File: src/rtl/core/pnwf_pkg.sv
// Package for the peak novelty window filter: beat payload types, request codes,
// the internal command format and the command queue status.
// Depends on nothing; every other file of the block imports it.
`default_nettype none

package pnwf_pkg;

    // Request codes carried in req_type.
    localparam logic [1:0] REQ_CLEAR = 2'd0;
    localparam logic [1:0] REQ_LOAD  = 2'd1;
    localparam logic [1:0] REQ_QUERY = 2'd2;

    // Input beat.
    typedef struct packed {
        logic [1:0]  req_type;
        logic [31:0] mass_value;
        logic [23:0] time_value;
        logic [31:0] mass_tolerance;
    } pnwf_in_t;

    // Result beat.
    typedef struct packed {
        logic [31:0] peak_index;
        logic        is_new;
    } pnwf_out_t;

    // Operations that survive classification in the front end.
    typedef enum logic [1:0] {
        OP_CLEAR,
        OP_LOAD,
        OP_QUERY
    } cmd_op_t;

    // One queued command.
    typedef struct packed {
        cmd_op_t     op;
        logic [31:0] mass;
        logic [23:0] rtime;
        logic [31:0] mtol;
    } cmd_t;

    // Command queue status seen by both sides.
    typedef struct packed {
        logic full;
        logic empty;
    } q_stat_t;

endpackage

`default_nettype wire

File: src/rtl/core/pnwf_queue.sv
// Short command queue between the front and back ends of the peak novelty
// window filter; the head entry is visible without a read delay.
// Depends on pnwf_pkg.
`default_nettype none

module pnwf_queue #(
    parameter int DEPTH = 4
) (
    input  wire logic              clk,
    input  wire logic              rst_n,
    input  wire logic              push,
    input  wire pnwf_pkg::cmd_t    push_cmd,
    input  wire logic              pop,
    output pnwf_pkg::cmd_t         head,
    output pnwf_pkg::q_stat_t      q_stat
);
    import pnwf_pkg::*;

    localparam int PW = (DEPTH > 1) ? $clog2(DEPTH) : 1;
    localparam int NW = $clog2(DEPTH + 1);
    localparam logic [PW-1:0] LAST = PW'(DEPTH - 1);
    localparam logic [NW-1:0] FULL_N = NW'(DEPTH);

    cmd_t          slots [DEPTH];
    logic [PW-1:0] wr_ptr_reg, wr_ptr_next;
    logic [PW-1:0] rd_ptr_reg, rd_ptr_next;
    logic [NW-1:0] fill_reg, fill_next;

    always_comb
    begin
        wr_ptr_next = wr_ptr_reg;
        rd_ptr_next = rd_ptr_reg;
        fill_next   = fill_reg;
        if (push)
        begin
            wr_ptr_next = (wr_ptr_reg == LAST) ? '0 : wr_ptr_reg + 1'b1;
        end
        if (pop)
        begin
            rd_ptr_next = (rd_ptr_reg == LAST) ? '0 : rd_ptr_reg + 1'b1;
        end
        if (push && !pop)
        begin
            fill_next = fill_reg + 1'b1;
        end
        else if (pop && !push)
        begin
            fill_next = fill_reg - 1'b1;
        end
    end

    always_ff @(posedge clk or negedge rst_n)
    begin
        if (!rst_n)
        begin
            wr_ptr_reg <= '0;
            rd_ptr_reg <= '0;
            fill_reg   <= '0;
        end
        else
        begin
            wr_ptr_reg <= wr_ptr_next;
            rd_ptr_reg <= rd_ptr_next;
            fill_reg   <= fill_next;
        end
    end

    always_ff @(posedge clk)
    begin
        if (push)
        begin
            slots[wr_ptr_reg] <= push_cmd;
        end
    end

    assign head         = slots[rd_ptr_reg];
    assign q_stat.full  = (fill_reg == FULL_N);
    assign q_stat.empty = (fill_reg == '0);

endmodule

`default_nettype wire

File: config.mk
export PLATFORM = sky130hd
export DESIGN_NAME = pnwf_queue
export DESIGN_NICKNAME = d
export VERILOG_FILES = /design/src/rtl/core/pnwf_pkg.sv /design/src/rtl/core/pnwf_queue.sv
export SDC_FILE = /design/constraint.sdc
export NUM_CORES = 1
export LEC_CHECK = 0
export ABC_AREA = 1
export BUFFER_PORTS_ARGS = -buffer_cell sky130_fd_sc_hd__buf_2
export CAP_MARGIN = 20
export CORE_ASPECT_RATIO = 0.8
export CORE_MARGIN = 2
export CORE_UTILIZATION = 29
export DETAILED_ROUTE_END_ITERATION = 10
export HOLD_SLACK_MARGIN = 0.1
export PLACE_DENSITY_LB_ADDON = 0.25
export SKIP_LAST_GASP = 1
export SYNTH_ARGS = -nofsm -noshare
export SYNTH_HDL_FRONTEND = slang
export SYNTH_SLANG_ARGS = --single-unit
export TNS_END_PERCENT = 10
File: constraint.sdc
create_clock -name clk -period 3.37 [get_ports clk]
set_input_delay 0.5055 -clock clk [delete_from_list [all_inputs] [get_ports clk]]
set_output_delay 0.5055 -clock clk [all_outputs]
set_load 0.005 [all_outputs]
==> results.yml, run 1 <==
cts:
  clkTransAtPathRegs_ns: 0.06
  cts_root_buf: "clkbuf_16"
  clock_path_buffers: 3
  cts_tree: "yes"
  cts.sinks: 367
  clock_latency_ns: 0.54
  numCtsBuffers: 40
  cts_resized: 0
  htreeDepth: 2
  cts_setup_buffers: 0
global_route:
  antenna_found_initial: 5
  gr-total-overflow: 0
  grt_max_degree: 118
  grt_pass1_wl_microns: 48300
  grt_pass1_vias: 8418
  grt_usage_pct: 12.0
timing:
  slew_viol_final: 0
  slew_headroom_pct: 53.3
  finalSetupViolations: 0
  fin_tns_setup_ns: 0
  fmax_ghz: 0.357
  hold_viol: 0
  period_minus_slack_ns: 2.80
  final.period_utilization_pct: 83.1
  holdWs_ns: 0.176
  tightest_slew_ns: 0.701
  fin_ws_ns: 0.569
  rsz0062_at_grt: "no"
  skew_ns: 0.0149
setup_path:
  crit_required_ns: 2.86
  arrival_ns: 2.30
  cp_max_fo: 117
  start_kind: "flip-flop"
  critical_path_class: "flip-flop to output pin"
  crit_path_end_kind: "output pin"
die:
  dieArea_sq_um: 52400
  die_h_microns: 205
  chipWidth_microns: 255
  start_util_pct: 29.5
  rows: 73
  core_region_area_sq_um: 49800
  ioPinCount: 186
final_layout:
  syn2layout_area_growth_pct: 19.8
  fin_nets: 1393
  fill_cells: 4858
  largest_register_ffs: 360
  drive_gt1_share_pct: 20.0
pwr:
  p_per_area_nw_per_um2: 813
  peakVddDrop_v: 0.000524
  p_leak_uw: 0.00698
worst_hold_path:
  hp-class: "input port to flip-flop"
synthesis:
  yosysSeqAreaShare_pct: 74.9
  synthTopCellsByArea: "edfxtp_1, o211ai_1, nand2_1"
  ys.flop_type: "edfxtp_1"
  synth_top_area_share_pct: 73.7
  synth-edff-count: 360
  async_reset_ff_share_pct: 1.91
  synth.top_cells.by_count: "edfxtp_1, nand2_1, inv_1, o211ai_1, buf_2"
  yosys.cell_count.top_type: "edfxtp_1"
  netlist_area_sq_um: 14700
  netlist_instances: 1101
  avgSynthCellArea_sq_um: 13.3
  synth_nets: 1202
  yosysUniqueCellTypes: 18
  synth_seq_cells: 367
  yosysTopAreaCell: "edfxtp_1"
  ys_warn_count: 0
detailed_routing:
  wl_microns: 31100
  route.met3.wl_microns: 1870
  dr.pass1.iters: 4
  viasPerCell: 4.25
  avgRoutedWirePerCell_microns: 15.6
  dr.max_layer_used: "met5"
  routedLengthMet1_microns: 14900
  dr_total_vias: 8492
  drt-initial-drc-count: 417
  dr_wl_met2_microns: 13800
  ant_nets: 0
  drc_errors: 0
placed_design:
  port_buffers: 185
  gp_congestion: 0.686
  place_hpwl_microns: 18000
  pre_cts_slack_ns: 1.11
flow_run:
  max_cap_viol_count: 0
run_status:
  status: "finished, final reports clean"
timing repair:
item / CTS / global route
hold buffers: 1 / 0
setup endpoints to repair: 0 / 0
hold endpoints to repair: 7 / 0
area by class of cell:
cell class	instances	area, sq um	share of cell area, %
Multi-Input combinational cell	483	2570	14.6
Antenna cell	2	5.00	0.0285
Clock buffer	51	1060	6.05
Clock inverter	18	135	0.769
Inverter	193	744	4.24
Timing Repair Buffer	207	1220	6.93
Sequential cell	367	11000	62.5
Tap cell	675	845	4.81
path summary, 6_finish.rpt:
kind | startpoint | to | slack [ns] | cells after the start
worst max-delay path | rd_ptr_reg[0] | head[65] | 0.57 | 6
worst min-delay path | push_cmd[71] | slots[2][71] | 0.18 | 1
worst max register to register | wr_ptr_reg[0] | slots[0][11] | 1.44 | 5
worst min register to register | fill_reg[2] | fill_reg[2] | 0.50 | 2
max in group asynchronous | rst_n | rd_ptr_reg[1] | 2.86 | 2
min in group asynchronous | rst_n | wr_ptr_reg[1] | 0.32 | 2
cells in the final DEF (no fill, tap or decap), types with 4 or more instances in the layout:
cell	instances
edfxtp_1	360
nand2_1	285
inv_1	187
buf_2	185
o211ai_1	180
clkbuf_16	41
buf_4	11
clkbuf_1	10
buf_12	10
clkinv_1	8
ha_1	6
clkinv_2	6
dfrtp_1	6
inv_4	5
o21ai_0	4
per-stage QoR:
| stage | power (uW) | std cells | cell area (sq um) | utilization (%) |
|---|---|---|---|---|
| finish | 14300 | 1996 | 17600 | 35.3 |
| global route | 15300 | 1994 | 17600 | 35.3 |
| CTS | 14600 | 1994 | 17600 | 35.3 |
| detailed placement | 10500 | 1924 | 16400 | 32.9 |
| global placement | 10400 | 1924 | 16400 | 32.9 |
| floorplan | 8710 | 1101 | 14700 | - |
per-layer routing:
metal,global-route usage (%),vias up
met3,3.43,52
met1,16.1,4033
met5,0,-
met4,3.70,6
li1,-,4232
met2,18.8,169
cells by family after synthesis:
logic type | share of synthesized area (%)
flops | 74.9
simple gates | 7.49
buf+inv | 7.53
compound gates | 9.35
fa+ha+maj | 0.648
xor+xnor | 0.0597
worst max-delay path: stages (launching register included):
cell      delay, ns
dfrtp_1        0.45
inv_8          0.49
buf_4          0.38
nand2_1        0.09
o211ai_1       0.08
nand2_1        0.07
buf_2          0.13
where the power goes:
group / switching (uW) / total (uW) / internal [uW]
Combinational: 2710 / 4200 / 1490
Sequential: 179 / 6030 / 5850
Clock: 1690 / 4070 / 2370
Total: 4580 / 14300 / 9710
Power figures use the tool's default switching activity.
==> inputs of run 2 (changes only) <==
==> constraint.sdc (replaced) <==
create_clock -name clk -period 2.3 [get_ports clk]
set_input_delay 0.345 -clock clk [delete_from_list [all_inputs] [get_ports clk]]
set_output_delay 0.345 -clock clk [all_outputs]
set_load 0.005 [all_outputs]
==> run 2 against run 1 <==
- global-route usage up 0.30 points
- cell count rose by 4.9%
- flip-flop and latch count is the same
- die area stayed put
- register-to-register slack lost 0.80 ns
- sequential power rose by 47%
- via count grew 4.5%
- critical path type unchanged
- combinational power up 58%
- largest power group unchanged
- sequential share of layout area is 3.8 points lower
==> results.yml, run 2 (synthesis results as in run 1) <==
run_status:
  status: "finished, final reports clean"
cts:
  numCtsBuffers: 40
  htreeDepth: 2
  cts_root_buf: "clkbuf_16"
  cts_tree: "yes"
  cts.sinks: 367
  clock_path_buffers: 3
  clock_latency_ns: 0.54
  clkTransAtPathRegs_ns: 0.05
global_route:
  antenna_found_initial: 3
  grt_usage_pct: 12.3
  grt_pass1_vias: 8820
  gr-total-overflow: 0
  grt_pass1_wl_microns: 49900
  grt_max_degree: 65
setup_path:
  path_delay_family: "flip-flops"
  cpPeakStageDelay_ns: 0.51
  worstPathCellList: "clkinv_2 > buf_16 > o211ai_1 > nand2_1 > buf_2"
  arrival_ns: 1.91
  r2r_start: "wr_ptr_reg[1]"
  critical_path_class: "flip-flop to output pin"
  slowest_stage: "dfrtp_4"
  startpoint: "rd_ptr_reg[1]"
  crit_path_end_kind: "output pin"
  critPathBufInv: 3
  crit_required_ns: 1.96
  start_kind: "flip-flop"
  cp_max_fo: 64
timing:
  holdWs_ns: 0.173
  hold_viol: 0
  rsz0062_at_grt: "yes"
  fmax_ghz: 0.444
  slew_headroom_pct: 67.8
  final.period_utilization_pct: 98.0
  slew_viol_final: 0
  period_minus_slack_ns: 2.25
  skew_ns: 0.0198
  fin_tns_setup_ns: 0
  tightest_slew_ns: 0.483
  finalSetupViolations: 0
detailed_routing:
  dr.pass1.iters: 4
  avgRoutedWirePerCell_microns: 15.3
  viasPerCell: 4.24
  dr_total_vias: 8872
  wl_microns: 32000
  ant_nets: 0
  drt-initial-drc-count: 426
  drc_errors: 0
die:
  ioPinCount: 186
  dieArea_sq_um: 52400
  rows: 73
  start_util_pct: 29.5
  chipWidth_microns: 255
  die_h_microns: 205
  core_region_area_sq_um: 49800
final_layout:
  syn2layout_area_growth_pct: 27.6
  layout_common_cells: "edfxtp_1, nand2_1, inv_1"
  fill_cells: 4739
  largest_register_ffs: 360
  drive_gt1_share_pct: 19.8
  finish.utilization_pct: 37.6
  fin_area_sq_um: 18700
  layout.cells.most_common: "edfxtp_1"
  fin_nets: 1492
pwr:
  peakVddDrop_v: 0.000752
  p_per_area_nw_per_um2: 1140
  p_leak_uw: 0.00741
placed_design:
  place_hpwl_microns: 17900
  port_buffers: 185
  dpl-instance-area_sq_um: 16500
  gp_congestion: 0.688
worst_hold_path:
  hp-start: "push"
  hp-class: "input port to flip-flop"
flow_run:
  max_cap_viol_count: 0
run 2: changes by cell type in the layout (fill, tap and decap cells not counted), moves of 5 or more:
| cell | delta |
|---|---|
| buf_12 | +7 |
| inv_4 | -5 |
| clkinvlp_4 | +5 |
| dlygate4sd3_1 | +91 |
run 2: worst paths after layout:
path	endpoint	slack [ns]	cells past startpoint
min	wr_ptr_reg[1]	0.17	3
min in group asynchronous	fill_reg[0]	0.18	2
max in group asynchronous	rd_ptr_reg[1]	1.92	2
max reg2reg	slots[0][45]	0.64	5
min reg2reg	fill_reg[2]	0.50	2
max	head[23]	0.05	5
run 2: worst register-to-register path, delay by kind of cell, from the launching register on:
family	cells	cell delay (ns)
fa+ha+maj	1	0.18
buf+inv	3	0.66
flops	1	0.40
simple gates	1	0.06
run 2: through the flow:
stage	worst slack, ns	total power [uW]	cells
3_5_place_dp	0.413	15500	1927
5_1_grt	-0.0632	22700	2093
4_1_cts	0.00273	21700	2092
6_report	0.0467	21300	2094
2_1_floorplan	-0.0825	12800	1101
3_3_place_gp	0.453	15400	1927
run 2: repair_timing:
action | in CTS | in global routing
cloned | 3 | 0
setup buffers | 2 | 0
endpoints found under the hold margin | 369 | 0
setup endpoints to repair | 79 | 35
resized for setup | 6 | 3
pin swaps | 0 | 0
hold buffers | 92 | 0
run 2: power breakdown:
part / internal [uW] / switching (uW)
clock network: 3360 / 2460
logic: 2550 / 4100
registers: 8570 / 281
total: 14500 / 6840
run 2: layer usage:
layer | part of all wire, % | GRT usage (%)
met3 | 6.0 | 3.67
met2 | 46 | 20.2
met5 | 0.041 | 0
met1 | 46 | 15.8
met4 | 1.5 | 3.32
run 2: cell type report:
type                    instances  area [sq um]  share of cell area [%]
inverters                     193           767                    4.10
clock inverters                18           113                   0.602
multi-input cells             483          2590                    13.8
flip-flops and latches        367         11000                    58.7
well taps                     675           845                    4.51
clock buffers                  50          1060                    5.66
diodes                          2          5.00                  0.0267
repair inverters                2          17.5                  0.0936
repair buffers                304          2320                    12.4
==> inputs of run 3 (changes only) <==
--- a/config.mk
+++ b/config.mk
@@ -8,9 +8,11 @@
 export ABC_AREA = 1
 export BUFFER_PORTS_ARGS = -buffer_cell sky130_fd_sc_hd__buf_2
 export CAP_MARGIN = 20
+export CELL_PAD_IN_SITES_DETAIL_PLACEMENT = 0
+export CELL_PAD_IN_SITES_GLOBAL_PLACEMENT = 1
 export CORE_ASPECT_RATIO = 0.8
 export CORE_MARGIN = 2
-export CORE_UTILIZATION = 29
+export CORE_UTILIZATION = 43
 export DETAILED_ROUTE_END_ITERATION = 10
 export HOLD_SLACK_MARGIN = 0.1
 export PLACE_DENSITY_LB_ADDON = 0.25
==> run 3 against run 2 <==
- first-iteration DRC count is 7.0% lower
- global-route usage is 5.0 points higher
- register-to-register slack worse by 0.05 ns
- sequential share of layout area is 1.0 points higher
- utilization is 17 points higher
- sequential power hardly changed
==> results.yml, run 3 (synthesis results as in run 1) <==
setup_path:
  start_kind: "flip-flop"
  critPathBufInv: 2
  path_delay_family: "buffers and inverters"
  crit_required_ns: 1.96
  arrival_ns: 1.90
  cp_max_fo: 91
  worstPathCellList: "buf_16 > o211ai_1 > nand2_1 > buf_2"
  slowest_stage: "dfrtp_4"
  critical_path_class: "flip-flop to output pin"
  cpPeakStageDelay_ns: 0.45
  crit_path_end_kind: "output pin"
final_layout:
  drive_gt1_share_pct: 19.8
  fin_nets: 1489
  syn2layout_area_growth_pct: 25.4
  layout.cells.most_common: "edfxtp_1"
  largest_register_ffs: 360
  final_cells: 1853
  layout_common_cells: "edfxtp_1, nand2_1, inv_1"
die:
  core_region_area_sq_um: 33600
  rows: 60
  die_h_microns: 169
  chipWidth_microns: 210
  ioPinCount: 186
  dieArea_sq_um: 35600
  start_util_pct: 43.6
pwr:
  p_per_area_nw_per_um2: 1160
  p_leak_uw: 0.00743
  peakVddDrop_v: 0.000670
  power.internal_uw: 14600
  p_switching_uw: 6760
  pwr-share-seq_pct: 41.4
  swShare_pct: 31.6
  p_comb_share_pct: 30.7
  clock_power_share_pct: 28.0
global_route:
  grt_max_degree: 92
  gr-total-overflow: 0
  grt_pass1_vias: 8584
  grt_usage_pct: 17.3
  grt_pass1_wl_microns: 47000
  antenna_found_initial: 3
cts:
  clock_latency_ns: 0.53
  clkTransAtPathRegs_ns: 0.06
  numCtsBuffers: 39
  cts.sinks: 367
  htreeDepth: 2
  cts_root_buf: "clkbuf_16"
  cts_tree: "yes"
  clock_path_buffers: 3
detailed_routing:
  ant_nets: 0
  dr.pass1.iters: 4
  avgRoutedWirePerCell_microns: 16.5
  drt-initial-drc-count: 396
  drc_errors: 0
  wl_microns: 30600
  dr_total_vias: 8865
  viasPerCell: 4.78
timing:
  hold_viol: 0
  slew_viol_final: 0
  slew_headroom_pct: 61.7
  finalSetupViolations: 0
  final.period_utilization_pct: 97.8
  tightest_slew_ns: 0.574
  fmax_ghz: 0.445
  holdWs_ns: 0.180
  period_minus_slack_ns: 2.25
  rsz0062_at_grt: "yes"
  skew_ns: 0.0153
flow_run:
  max_cap_viol_count: 0
placed_design:
  port_buffers: 185
  gp_congestion: 0.723
  place_hpwl_microns: 16800
  dpl.cell_count: 1684
worst_hold_path:
  hp-class: "input port to flip-flop"
run_status:
  status: "finished, final reports clean"
[run 3: changes by cell type in the layout (fill, tap and decap cells not counted), moves of 2 or more]
cell / delta
buf_12: -9
clkinv_1: +2
buf_16: +2
clkbuf_8: +3
clkinvlp_4: -3
buf_4: +3
[run 3: per-layer routing]
| layer | global-route usage, % | vias to the layer above | routed length (microns) | share of wire, % |
|---|---|---|---|---|
| met5 | 0 | - | 25 | 0.082 |
| met4 | 5.11 | 4 | 585 | 1.9 |
| met3 | 3.72 | 49 | 1400 | 4.6 |
| met2 | 28.6 | 170 | 14300 | 47 |
| met1 | 23.1 | 4208 | 14300 | 47 |
| li1 | - | 4434 | - | - |
[run 3: worst reg2reg max path, delay by kind of cell (launching register included)]
kind | cells | cell delay, ns
buffers and inverters | 3 | 0.62
adder cells (fa/ha/maj) | 1 | 0.17
AND/OR/NAND/NOR | 1 | 0.06
flip-flops | 1 | 0.43
[run 3: layout make-up]
type                    instances  area, sq um
well taps                     434          543
multi-input cells             483         2590
repair buffers                302         2260
diodes                          1         2.50
clock buffers                  52         1100
fillers                      2843        15200
repair inverters                2         17.5
flip-flops and latches        367        11000
clock inverters                19          136
inverters                     193          761
[run 3: timing repair]
item / CTS / global route
cloned: 3 / 1
pin swaps: 0 / 0
endpoints found under the setup margin: 82 / 63
resized for setup: 5 / 5
endpoints found under the hold margin: 369 / 0
hold buffers: 92 / 0
buffers inserted: 1 / 0
[run 3: through the flow]
stage | total power, uW | util (%) | area [sq um] | TNS, ns | setup WS, ns
2_1_floorplan | 12800 | - | 14700 | -26.52 | -0.0825
3_3_place_gp | 15200 | 47.9 | 16100 | 0 | 0.428
3_5_place_dp | 15300 | 47.9 | 16100 | 0 | 0.415
4_1_cts | 21700 | 54.6 | 18400 | 0 | 0.000816
5_1_grt | 22700 | 54.7 | 18400 | -0.375 | -0.0580
6_report | 21400 | 54.7 | 18400 | 0 | 0.0504
[run 3: power by group through the flow]
stage | Sequential, uW | Combinational (uW) | Clock, uW
after floorplan | 8950 | 3810 | 0
after detailed placement | 8970 | 6320 | 0
after global placement | 8950 | 6280 | 0
after CTS | 8830 | 6680 | 6160
after global routing | 8930 | 7340 | 6430
final | 8840 | 6550 | 5980
[run 3: path summary, 6_finish.rpt]
check	from	to	slack [ns]	cells past startpoint
worst min register to register	fill_reg[2]	fill_reg[2]	0.50	2
max in group asynchronous	rst_n	rd_ptr_reg[1]	1.91	2
min in group asynchronous	rst_n	fill_reg[0]	0.19	2
worst min-delay path	push	wr_ptr_reg[1]	0.18	3
worst max-delay path	rd_ptr_reg[1]	head[22]	0.05	4
worst max register to register	wr_ptr_reg[0]	slots[0][26]	0.59	5
